--- src/rtl/core/fxa_pkg.sv ---
// fxa_pkg: shared types and constants for the q24.8 fixed-point alu
// no dependencies; imported by every module under rtl/core
package fxa_pkg;

  typedef enum logic [3:0] {
    FN_ADD  = 4'd0,
    FN_SUB  = 4'd1,
    FN_MUL  = 4'd2,
    FN_DIV  = 4'd3,
    FN_MIN  = 4'd4,
    FN_MAX  = 4'd5,
    FN_INC  = 4'd6,
    FN_DEC  = 4'd7,
    FN_ITOF = 4'd8,
    FN_FTOI = 4'd9
  } func_t;

  localparam logic [31:0] RAW_MAX = 32'h7fff_ffff;
  localparam logic [31:0] RAW_MIN = 32'h8000_0000;
  localparam int          REM_W   = 33;

  // request payload that rides along the divider stages
  typedef struct packed {
    logic [3:0]  func;
    logic        gt;
    logic        lt;
    logic        eq;
    logic [31:0] simple;
    logic        simple_ovf;
    logic [63:0] prod;
    logic        neg;
    logic        dbz;
  } fxa_side_t;

endpackage

--- src/rtl/core/fxa_div_stage.sv ---
// fxa_div_stage: one restoring division step with its pipeline register
// depends on fxa_pkg
module fxa_div_stage #(
  parameter int NW = 41
) (
  input  logic                      clk,
  input  logic                      rst_n,
  input  logic                      adv,
  input  logic                      v_i,
  input  fxa_pkg::fxa_side_t        side_i,
  input  logic [fxa_pkg::REM_W-1:0] rem_i,
  input  logic [NW-1:0]             quo_i,
  input  logic [fxa_pkg::REM_W-1:0] den_i,
  output logic                      v_o,
  output fxa_pkg::fxa_side_t        side_o,
  output logic [fxa_pkg::REM_W-1:0] rem_o,
  output logic [NW-1:0]             quo_o,
  output logic [fxa_pkg::REM_W-1:0] den_o
);
  import fxa_pkg::*;

  logic [REM_W:0]   t, diff;
  logic             ge;
  logic [REM_W-1:0] rem_nxt;
  logic [NW-1:0]    quo_nxt;
  logic             v_r;
  fxa_side_t        side_r;
  logic [REM_W-1:0] rem_r, den_r;
  logic [NW-1:0]    quo_r;

  always_comb begin
    t       = {rem_i, quo_i[NW-1]};
    diff    = t - {1'b0, den_i};
    ge      = t >= {1'b0, den_i};
    rem_nxt = ge ? diff[REM_W-1:0] : t[REM_W-1:0];
    quo_nxt = {quo_i[NW-2:0], ge};
  end

  always_ff @(posedge clk) begin
    if (!rst_n) begin
      v_r <= 1'b0;
    end else if (adv) begin
      v_r <= v_i;
    end
  end

  always_ff @(posedge clk) begin
    if (adv) begin
      side_r <= side_i;
      rem_r  <= rem_nxt;
      quo_r  <= quo_nxt;
      den_r  <= den_i;
    end
  end

  assign v_o    = v_r;
  assign side_o = side_r;
  assign rem_o  = rem_r;
  assign quo_o  = quo_r;
  assign den_o  = den_r;

endmodule

--- config.mk ---
export PLATFORM = sky130hd
export DESIGN_NAME = fxa_div_stage
export DESIGN_NICKNAME = d
export VERILOG_FILES = /design/src/rtl/core/fxa_pkg.sv /design/src/rtl/core/fxa_div_stage.sv
export SDC_FILE = /design/constraint.sdc
export NUM_CORES = 1
export LEC_CHECK = 0
export BUFFER_PORTS_ARGS = -buffer_cell sky130_fd_sc_hd__buf_4
export CAP_MARGIN = 5
export CORE_AREA = 2 2 169 171
export DETAILED_ROUTE_END_ITERATION = 8
export DIE_AREA = 0 0 171 173
export PLACE_DENSITY = 0.65
export SKIP_CTS_REPAIR_TIMING = 1
export SYNTH_ARGS = -nofsm -noshare
export SYNTH_HDL_FRONTEND = slang
export SYNTH_SLANG_ARGS = --single-unit
--- constraint.sdc ---
create_clock -name clk -period 3 [get_ports clk]
set_input_delay 0.3 -clock clk [delete_from_list [all_inputs] [get_ports clk]]
set_output_delay 0.3 -clock clk [all_outputs]
set_load 0.005 [all_outputs]
# == Word-level counts from Yosys, hierarchy flattened ==
# Index checks and enable logic that the tools add are counted.
# totals
register_bits,214
output_inout_bits,214
word_cells,16
# op_classes
add_sub_neg,1
order_cmp,1
muxes,1
# op_table
op,count
greater-or-equal comparator 34 x 33 -> 1 bit,1
two-way mux 33 bit,1
subtractor 33 bit,1

# == Longest topological paths before layout ==
# depth
ltp_word,2
ltp_mapped,13

# == Worst setup path after synthesis ==
# No wires, ideal clock.
# synth_timing
kind,in2reg
start,input quo_i[40]
end,"register rem_r[32] (netlist: rem_o[32]), data pin"
arrival_ns,2.524
slack_ns,0.217
stages,12
path_cell_list,inv_1 ha_1 inv_1 fa_1 a21o_1 a221oi_2 o211ai_1 a21o_1 a211oi_2 o311ai_1 xor2_1 mux2_2
# synth_via
elab_chain_cells,2
# synth_lines
item,line,rtl
from (decl),fxa_div_stage.sv:12,"input logic [NW-1:0] quo_i,"
subtractor 33 bit / greater-or-equal comparator 34 x 33 -> 1 bit (equally long branches),"fxa_div_stage.sv:33, fxa_div_stage.sv:34",
two-way mux 33 bit *,fxa_div_stage.sv:35,rem_nxt = ge ? diff[REM_W-1:0] : t[REM_W-1:0];
via rem_nxt[32],fxa_div_stage.sv:24,logic [REM_W-1:0] rem_nxt;
to (signal assigned),fxa_div_stage.sv:50,rem_r <= rem_nxt;
to (decl),fxa_div_stage.sv:28,"logic [REM_W-1:0] rem_r, den_r;"
# The timed path passes the listed nets; every way through them passes the cells marked *.
# A chain may end at the register's enable or synchronous reset.

# == Final worst setup path ==
# layout_timing
start,input den_i[27] (netlist bit)
end,"register rem_r[25] (netlist: rem_o[25]), data pin"
# layout_via
elab_chain_cells,2
# layout_lines
item,line,rtl
from (decl),fxa_div_stage.sv:13,"input logic [fxa_pkg::REM_W-1:0] den_i,"
greater-or-equal comparator 34 x 33 -> 1 bit,fxa_div_stage.sv:34,"ge = t >= {1'b0, den_i};"
two-way mux 33 bit,fxa_div_stage.sv:35,
via rem_nxt[25],fxa_div_stage.sv:24,
# The timed path passes the listed nets, and every way through them passes these cells.

==> metrics.cfg <==
[outcome]
outcome=finished with violations
violations=hold timing

[route]
drc=0
wl_met1_mm=12.5
wl_mm=32.6
met3_length_mm=2.66
drt-wirelength-per-cell_um=20.0
first_pass_iters=4
routed.top_layer=met4
vias=7427
antenna_left=0
viasPerCell=4.56
route.met2.wl_mm=16.1
first_iter_violations=563

[timing]
period_share_pct=94.7
finalSetupTns_ps=0
finalMaxSlewViolations=0
whs_ps=-7.61
max_freq_mhz=352
rsz0062_at_grt=false
hold_viol=1
min_period_ps=2840
setup_viol=0
relSlewSlack_pct=46.2
tightest_slew_ps=806
clock_skew_ps=0

[clocking]
clk_pin_slew_worst_paths_ps=60
clockRootBuffer=clkbuf_16
cts_made_buffers=25
clkSinkCount=214
h-tree-depth=1
clock_path_buffers=3
clkLatencyLatePin_ps=530
cts_tree=done

[floorplanning]
ioPinCount=431
die_y_um=173
coreArea_sq_um=27600
row_count=61
start_util_pct=31.9
die_w_um=171
dieArea_sq_um=29600

[global_route]
gr-total-overflow=0
track_usage_pct=18.4
antenna_found_initial=1
grt_pass1_vias=6767
grt_pass1_wl_mm=40.6
grt_max_degree=94

[yosys]
synth_ff_type=edfxtp_1
yosysTopAreaCell=edfxtp_1
synth-edff-count=213
synthTopCellsByArea=edfxtp_1, ha_1, a21oi_1
synthCells=566
synthArstFlopShare_pct=0
yosys_warnings=0
synth_cell_types=63
synth_seq_cells=214
synth_top_area_share_pct=72.5
post_synth.cell_area_avg_sq_um=15.6
syn_area_sq_um=8820
syn_nets=817
synth_seq_area_share_pct=72.7

[finish]
multi_input_area_sq_um=2180
nFillCells=2225
final_common_cell=buf_4
stdcell_count=1627
fin_nets=1480
register_area_sq_um=6420
areaGrowthSynthToFinish_pct=74.9
drive_gt1_share_pct=41.9
utilization_pct=55.8
final_cell_mix=buf_4, edfxtp_1, dlygate4sd3_1, a21oi_1, inv_1

[critical_path]
r2r_cells=2
end_kind=register
path_class=primary input to register
r2r_setup_slack_ps=2420
crit_path_max_fanout=21
timing.critical_path.required_ps=3290
cp.arrival_ps=3130
path_cells=dlygate4sd3_1 -> buf_4 -> inv_1 -> ha_1 -> nand4_1 -> or3_1 -> nor4_1 -> a21oi_1 -> a21boi_1 -> o21ai_4 -> buf_12 -> mux2_2
slowest_delay_ps=540
crit_path_top_delay_cell=dlygate4sd3_1
rr_startpoint=v_o
crit_path_start_kind=primary input
regToRegEndpoint=v_o

[power]
p_leak_nw=6.70
ir_worst_vdd_mv=0.428
report.power.total_w=0.00840
powerDensity_nw_per_um2=545

[worst_hold_path]
min-delay-start=rst_n
holdPathEnd=v_o
hp-class=primary input to register
whs_path_depth=2

[place]
portBuffers=430
hpwl_mm=22.9
place.gp.congestion=0.864
place_inst=1401

[job]
maxCapViolCount=0

-- registers in the layout, summed over array words and instances, names as in the netlist --
name and flops:
side_o 106, quo_o 41, den_o 33, rem_o 33, v_o 1
-- cell families after synthesis --
kind of cell / share of synthesized area [%]
DFF: 72.7
AOI/OAI and AO/OA: 9.66
and+or+nand+nor: 5.09
buffers and inverters: 2.58
adders and majority gates: 4.91
xor gates and xnor gates: 2.98
muxes: 2.06
-- cells in the mapped netlist (6+ instances only) --
| master | n |
|---|---|
| inv_1 | 44 |
| a21o_1 | 17 |
| and3_1 | 7 |
| mux2_1 | 8 |
| o21ai_0 | 13 |
| nand2_1 | 22 |
| xor2_1 | 12 |
| nand3_1 | 6 |
| ha_1 | 33 |
| edfxtp_1 | 213 |
| nor2_1 | 36 |
| xnor2_1 | 18 |
| a21oi_1 | 48 |
-- worst max path at each step --
stage	startpoint	to	slack (ps)
finish	den_i[27]	rem_o[25]	160
global route	den_i[11]	rem_o[32]	20
CTS	quo_i[40]	rem_o[32]	330
detailed placement	quo_i[40]	rem_o[32]	-250
global placement	quo_i[40]	rem_o[32]	-180
floorplan	quo_i[40]	rem_o[32]	220
-- metrics by stage --
| stage | setup WS [ps] | instance area, sq um |
|---|---|---|
| after floorplan | 217 | 8820 |
| after global placement | -179 | 12800 |
| after detailed placement | -245 | 12800 |
| after CTS | 332 | 13600 |
| after global routing | 22.1 | 15400 |
| final | 160 | 15400 |
-- worst max-delay path: cells and delay by family --
family	cells	cell delay (ps)
and+or+nand+nor	3	850
adders and majority gates	1	290
buffers and inverters	4	890
muxes	1	340
AOI/OAI and AO/OA	3	440
-- per-layer routing --
layer / up-vias / global-route usage, %
li1: 3479 / -
met4: 0 / 6.39
met3: 67 / 6.91
met1: 3574 / 19.8
met2: 307 / 32.8
met5: - / 0
-- final cells by class --
type                       count  share of cell area, %
sequential                   214                   41.6
clock buffer                  28                   4.13
tap                          378                   3.07
timing repair buffer         645                   34.8
clock inverter                18                   1.19
inverter                      44                   1.07
antenna                        1                 0.0162
multi-input combinational    299                   14.1
-- power breakdown --
part	total, W	switching [W]	internal (W)
sequential	0.00371	0.0000946	0.00361
clock	0.00306	0.00126	0.00180
combinational	0.00163	0.000700	0.000932
(Power assumes the default switching activity.)
