==> config.mk <==
export PLATFORM = sky130hd
export DESIGN_NAME = fxa_front
export DESIGN_NICKNAME = d
export VERILOG_FILES = /design/src/rtl/core/fxa_pkg.sv /design/src/rtl/core/fxa_front.sv
export SDC_FILE = /design/constraint.sdc
export NUM_CORES = 2
export LEC_CHECK = 0
export BUFFER_PORTS_ARGS = -buffer_cell sky130_fd_sc_hd__buf_2
export CAP_MARGIN = 20
export CORE_ASPECT_RATIO = 0.75
export CORE_MARGIN = 8
export CORE_UTILIZATION = 35
export DETAILED_ROUTE_END_ITERATION = 8
export MAX_ROUTING_LAYER = met4
export PLACE_DENSITY_LB_ADDON = 0.05
export SLEW_MARGIN = 10
export SYNTH_ARGS = -nofsm -noshare
export SYNTH_HDL_FRONTEND = slang
export SYNTH_SLANG_ARGS = --single-unit
==> constraint.sdc <==
create_clock -name clk -period 13.1 [get_ports clk]
set_input_delay 1.31 -clock clk [delete_from_list [all_inputs] [get_ports clk]]
set_output_delay 1.31 -clock clk [all_outputs]
set_load 0.02 [all_outputs]
==> src/rtl/core/fxa_pkg.sv <==
// fxa_pkg: shared types and constants for the q24.8 fixed-point alu
// no dependencies; imported by every module under rtl/core
package fxa_pkg;

  typedef enum logic [3:0] {
    FN_ADD  = 4'd0,
    FN_SUB  = 4'd1,
    FN_MUL  = 4'd2,
    FN_DIV  = 4'd3,
    FN_MIN  = 4'd4,
    FN_MAX  = 4'd5,
    FN_INC  = 4'd6,
    FN_DEC  = 4'd7,
    FN_ITOF = 4'd8,
    FN_FTOI = 4'd9
  } func_t;

  localparam logic [31:0] RAW_MAX = 32'h7fff_ffff;
  localparam logic [31:0] RAW_MIN = 32'h8000_0000;
  localparam int          REM_W   = 33;

  // request payload that rides along the divider stages
  typedef struct packed {
    logic [3:0]  func;
    logic        gt;
    logic        lt;
    logic        eq;
    logic [31:0] simple;
    logic        simple_ovf;
    logic [63:0] prod;
    logic        neg;
    logic        dbz;
  } fxa_side_t;

endpackage

==> src/rtl/core/fxa_front.sv <==
// fxa_front: first pipeline stage, simple ops, multiplier, divider operand prep
// depends on fxa_pkg
module fxa_front #(
  parameter int FRAC_BITS = 8,
  localparam int NW = 33 + FRAC_BITS
) (
  input  logic                  clk,
  input  logic                  rst_n,
  input  logic                  adv,
  input  logic                  v_i,
  input  logic [3:0]            func_i,
  input  logic signed [31:0]    a_i,
  input  logic signed [31:0]    b_i,
  output logic                  v_o,
  output fxa_pkg::fxa_side_t    side_o,
  output logic [NW-1:0]         num_o,
  output logic [fxa_pkg::REM_W-1:0] den_o
);
  import fxa_pkg::*;

  function automatic logic [32:0] sat33(input logic [32:0] s);
    if (s[32] != s[31]) begin
      return {1'b1, (s[32] ? RAW_MIN : RAW_MAX)};
    end
    return {1'b0, s[31:0]};
  endfunction

  logic [32:0]              a33, b33;
  logic [32:0]              add_s, sub_s, inc_s, dec_s;
  logic [31+FRAC_BITS:0]    itof_w;
  logic [FRAC_BITS:0]       itof_top;
  logic                     itof_ovf;
  logic [32:0]              itof_s;
  logic [31:0]              ftoi_v;
  logic [32:0]              simple_s;
  logic signed [63:0]       prod_c;
  logic [31:0]              ma, mb;
  logic                     v_r;
  fxa_side_t                side_r, side_nxt;
  logic [NW-1:0]            num_r, num_nxt;
  logic [REM_W-1:0]         den_r, den_nxt;

  always_comb begin
    a33    = {a_i[31], a_i};
    b33    = {b_i[31], b_i};
    add_s  = sat33(a33 + b33);
    sub_s  = sat33(a33 - b33);
    inc_s  = sat33(a33 + 33'd1);
    dec_s  = sat33(a33 - 33'd1);
    itof_w = {{FRAC_BITS{a_i[31]}}, a_i} << FRAC_BITS;
    itof_top = itof_w[31+FRAC_BITS:31];
    itof_ovf = !((&itof_top) || !(|itof_top));
    itof_s = itof_ovf ? {1'b1, (a_i[31] ? RAW_MIN : RAW_MAX)} : {1'b0, itof_w[31:0]};
    ftoi_v = 32'(a_i >>> FRAC_BITS);
    unique case (func_t'(func_i))
      FN_ADD:  simple_s = add_s;
      FN_SUB:  simple_s = sub_s;
      FN_MIN:  simple_s = {1'b0, ((a_i < b_i) ? a_i : b_i)};
      FN_MAX:  simple_s = {1'b0, ((a_i > b_i) ? a_i : b_i)};
      FN_INC:  simple_s = inc_s;
      FN_DEC:  simple_s = dec_s;
      FN_ITOF: simple_s = itof_s;
      FN_FTOI: simple_s = {1'b0, ftoi_v};
      default: simple_s = 33'd0;
    endcase
    prod_c = a_i * b_i;
    ma = a_i[31] ? (~a_i + 32'd1) : a_i;
    mb = b_i[31] ? (~b_i + 32'd1) : b_i;

    side_nxt.func       = func_i;
    side_nxt.gt         = a_i > b_i;
    side_nxt.lt         = a_i < b_i;
    side_nxt.eq         = a_i == b_i;
    side_nxt.simple     = simple_s[31:0];
    side_nxt.simple_ovf = simple_s[32];
    side_nxt.prod       = prod_c;
    side_nxt.neg        = a_i[31] ^ b_i[31];
    side_nxt.dbz        = (func_i == FN_DIV) && (b_i == 32'sd0);
    // rounding numerator 2|a|*2^f + |b| over denominator 2|b|
    num_nxt = {ma, {(FRAC_BITS+1){1'b0}}} + NW'(mb);
    den_nxt = {mb, 1'b0};
  end

  always_ff @(posedge clk) begin
    if (!rst_n) begin
      v_r <= 1'b0;
    end else if (adv) begin
      v_r <= v_i;
    end
  end

  always_ff @(posedge clk) begin
    if (adv) begin
      side_r <= side_nxt;
      num_r  <= num_nxt;
      den_r  <= den_nxt;
    end
  end

  assign v_o    = v_r;
  assign side_o = side_r;
  assign num_o  = num_r;
  assign den_o  = den_r;

endmodule

Word-level counts from Yosys, hierarchy flattened
Cells that the tools add are included.
Widths: inputs -> output; s select.
- word-level logic and storage cells: 68
- register bits after elaboration: 180
- output and inout bits: 181
- magnitude comparators: 2
- bitwise logic cells: 3
- mux-type cells: 23
- reductions and logical operators: 7
- equality and inequality tests: 13
- $add $sub $neg: 7
- multiply operators: 1
- operator list (kind ; count):
    $mux 33 ; 9
    $mux 32 ; 9
    $pmux 33 s8 ; 1
    $add 32x1->32 const B ; 2
    $mul 32x32->64 ; 1
    $not 32->32 ; 2
    $add 41x32->41 ; 1
    $add 32x2->33 const B ; 1
    $add 32x32->33 ; 1
    $sub 32x2->33 const B ; 1
    $sub 32x32->33 ; 1
    $eq 32x32->1 ; 1
    $gt 32x32->1 ; 1
    $logic_not 32->1 ; 1
    $lt 32x32->1 ; 1
    $eq 4x3->1 const B ; 4
    $reduce_and 9->1 ; 1
    $reduce_or 9->1 ; 1
    $eq 4x4->1 const B ; 2
    $eq 4x1->1 const B ; 1
    $eq 4x2->1 const B ; 1
    $logic_not 4->1 ; 1
    $mux 1 ; 4
    $ne 1x1->1 ; 4
    other kinds (4) ; 4

Depth between registers and ports, before layout
- depth in word-level cells: 5
- mapped depth: 31
- mapped depth without buffers: 28

Worst setup path after synthesis
Ideal clock, no wire load.
- path kind: input-to-reg
- start point: input a_i[31]
- end point: register side_r, in the netlist side_o[62], data pin
- required time: 12.841 ns
- cell stages on the path: 26
- path slack: 3.749 ns
- setup time: 0.259 ns
- data arrival time: 9.093 ns
- cell sequence: clkbuf_1 -> clkbuf_1 -> clkbuf_1 -> nand2_1 -> inv_1 -> fa_1 -> inv_1 -> fa_1 -> inv_1 -> fa_1 -> fa_1 -> inv_1 -> fa_1 -> inv_1 -> fa_1 -> fa_1 -> fa_1 -> ha_1 -> and4_1 -> nand4_1 -> or2_2 -> o21ba_2 -> o21ai_0 -> a311o_1 -> a21oi_1 -> xnor2_1
- longest elaborated chain between the ends: 1
- RTL lines (item ; line ; text):
    from (decl) ; fxa_front.sv:12 ; input logic signed [31:0] a_i,
    $mul 32x32->64 ; fxa_front.sv:66 ; prod_c = a_i * b_i;
    net prod_c[60] ; fxa_front.sv:36 ; logic signed [63:0] prod_c;
    to (signal assigned) ; fxa_front.sv:94 ; side_r <= side_nxt;
    to (decl) ; fxa_front.sv:39 ; fxa_side_t side_r, side_nxt;
The timed path passes the listed nets, and every way through them passes these cells.
A chain may end at the register's enable or synchronous reset.

Worst setup path in the final report
- start point: input a_i[17]
- end point: register side_r, in the netlist side_o[58], data pin
Same word-level chain as after synthesis.

==> results.yml <==
global_routing:
  antenna_found_initial: 14
  grt_pass1_wl_mm: 299
  grt_util_all_layers_pct: 26.2
  grt_overflow: 0
  grt_pass1_vias: 41100
  grt_max_degree: 69
floorplanning:
  dieArea_um2: 158000
  fp.dieW_um: 456
  num_rows: 121
  die_h_um: 346
  core_um2: 145000
  initial_core_util_pct: 35.1
  ios: 253
drt:
  route.vias.total: 39300
  vias_per_cell: 5.22
  antenna_left: 0
  wl_mm: 200
  drc: 0
  drt_iter0_markers: 3371
  dr.pass1.iters: 6
  routedWlPerCell_um: 26.6
logic_synthesis:
  synthFlopType: "edfxtp_1"
  synth-async-reset-ratio_pct: 0
  yosys.area.top_type: "fa_1"
  yosysUniqueCellTypes: 86
  synth_fp_nets: 7003
  synth_edf_count: 170
  yosys.area.top_type_share_pct: 42.8
  ys.warnings.count: 0
  syn_area_per_cell_um2: 9.12
  synthTopCellsByArea: "fa_1 43%, edfxtp_1 10%, inv_1 8.1%, ha_1 6.9%, and2_1 5.2%"
  syn_inst: 5565
  synth_area_um2: 50800
  yosysSeqAreaShare_pct: 10.1
  ys_seq_elements: 171
sta:
  min_period_ns: 10.58
  fmax_ghz: 0.0945
  finClkSkew_ns: 0
  finalCritPeriodShare_pct: 80.8
  setup_viol: 0
  slew_headroom_pct: 24.5
  fin_tns_setup_ns: 0
  report.final.slew_viol_count: 0
  finalHoldViolations: 0
  tightestPinTransition_ns: 1.12
  rsz0062_at_grt: "no"
placement:
  hpwl_mm: 158
  gp_congestion: 0.902
  numPortBuffers: 251
hold_path:
  holdPathEnd: "v_o"
  hold_path.class: "flop to flop"
  worstHoldStart: "v_o"
  hold_depth: 2
critical_path:
  crit_arrival_ns: 10.89
  worstSetupEndpointType: "flop"
  required_ns: 13.41
  critical_path_class: "input port to flop"
  ff2ff_path_depth: 2
  reg2reg_from: "v_o"
  crit_path_start_kind: "input port"
  r2r-end: "v_o"
  r2r_slack_ns: 12.50
  crit_fanout: 33
clock_tree:
  numCtsBuffers: 17
  clk_latency_ns: 0.55
  h-tree-depth: 4
  tritoncts: "built"
  holdBufCountCts: 0
  cts_resized: 0
  cts_setup_buffers: 0
  clock_path_buffers: 2
  cts.sinks: 171
  cts-root-buf: "clkbuf_16"
  clkTransAtPathRegs_ns: 0.08
finish:
  syn2layout_area_growth_pct: 7.45
  fillCellCount: 14900
  final_nets: 7054
  drive_gt1_share_pct: 8.05
status:
  outcome: "completed"
job:
  drv_cap: 0
state kept, by name, indices dropped and copies added (netlist names):
name,count
side_o,106
num_o,41
den_o,23
v_o,1
cells in the mapped netlist (75+ instances only):
| library cell | n |
|---|---|
| inv_1 | 1095 |
| fa_1 | 1085 |
| nand2_1 | 605 |
| and2_1 | 425 |
| ha_1 | 281 |
| nor2_1 | 280 |
| clkbuf_1 | 267 |
| a21oi_1 | 219 |
| xnor2_1 | 182 |
| edfxtp_1 | 170 |
| o21ai_0 | 135 |
| xor2_1 | 75 |
layout by cell type (no fill, tap or decap), types with 170 or more instances in the layout:
cell         n
edfxtp_1   170
and2_1     425
fa_1      1085
xnor2_1    182
nor2_1     278
nand2_1    604
inv_1     1095
a21oi_1    219
buf_2      249
ha_1       281
metrics by stage:
stage	instances	setup WS [ns]	hold slack [ns]	utilization [%]	instance area [um^2]
floorplan	5565	3.75	0.589	-	50800
global placement	7503	1.88	0.491	37.3	54000
detailed placement	7503	2.03	0.516	37.3	54000
CTS	7535	2.58	0.538	37.7	54500
global route	7538	2.38	0.587	37.7	54500
finish	7538	2.52	0.528	37.7	54500
worst max-delay path, stage by stage:
cell      delay (ns)
buf_2           0.40
buf_4           0.55
ha_1            0.30
inv_1           0.14
fa_1            0.54
fa_1            0.54
inv_1           0.06
fa_1            0.48
fa_1            0.64
fa_1            0.47
fa_1            0.46
fa_1            0.50
inv_1           0.05
fa_1            0.52
inv_1           0.06
ha_1            0.39
and4_1          0.26
nand3_1         0.18
nor3_1          0.82
nand4_1         0.48
and3_1          0.42
o31a_1          0.31
a31o_2          0.24
o21ai_0         0.37
a311oi_1        0.19
xnor2_1         0.15
area by class of cell:
type,count,area [um^2],area share (%)
multi-input combinational,3962,40200,73.7
sequential,171,5120,9.40
inverter,1101,4130,7.58
tap,1906,2380,4.37
timing repair buffer,363,2120,3.89
clock buffer,18,429,0.787
clock inverter,14,129,0.236
antenna,3,7.51,0.0138
routing by layer:
layer | up-vias | part of all wire, % | GRT usage (%)
li1 | 17200 | - | -
met1 | 20500 | 49 | 39.7
met2 | 1495 | 41 | 36.6
met3 | 165 | 7.2 | 4.49
met4 | 0 | 2.1 | 5.42
met5 | - | 0 | -
worst max-delay path by stage:
stage	slack [ns]	from	endpoint
2_1_floorplan	3.75	a_i[31]	side_o[62]
3_3_place_gp	1.88	a_i[17]	side_o[58]
3_5_place_dp	2.03	b_i[10]	side_o[58]
4_1_cts	2.58	a_i[17]	side_o[58]
5_1_grt	2.38	b_i[8]	side_o[58]
6_report	2.52	a_i[17]	side_o[58]
cells by family (layout without fill, tap and decap cells):
family / count (synthesis) / in the layout / synth area share (%)
XOR/XNOR: 259 / 259 / 4.50
flip-flops: 171 / 171 / 10.1
multiplexers: 43 / 43 / 0.873
other: 1 / 4 / 0.00739
AO/OA/AOI/OAI: 675 / 675 / 8.55
adder cells (fa/ha/maj): 1366 / 1366 / 49.7
buffers and inverters: 1432 / 1496 / 10.7
AND/OR/NAND/NOR: 1618 / 1618 / 15.5
Power is left out: the tool's default activity adds up to more than one toggle a clock period on the data nets, which glitch-free logic cannot reach.
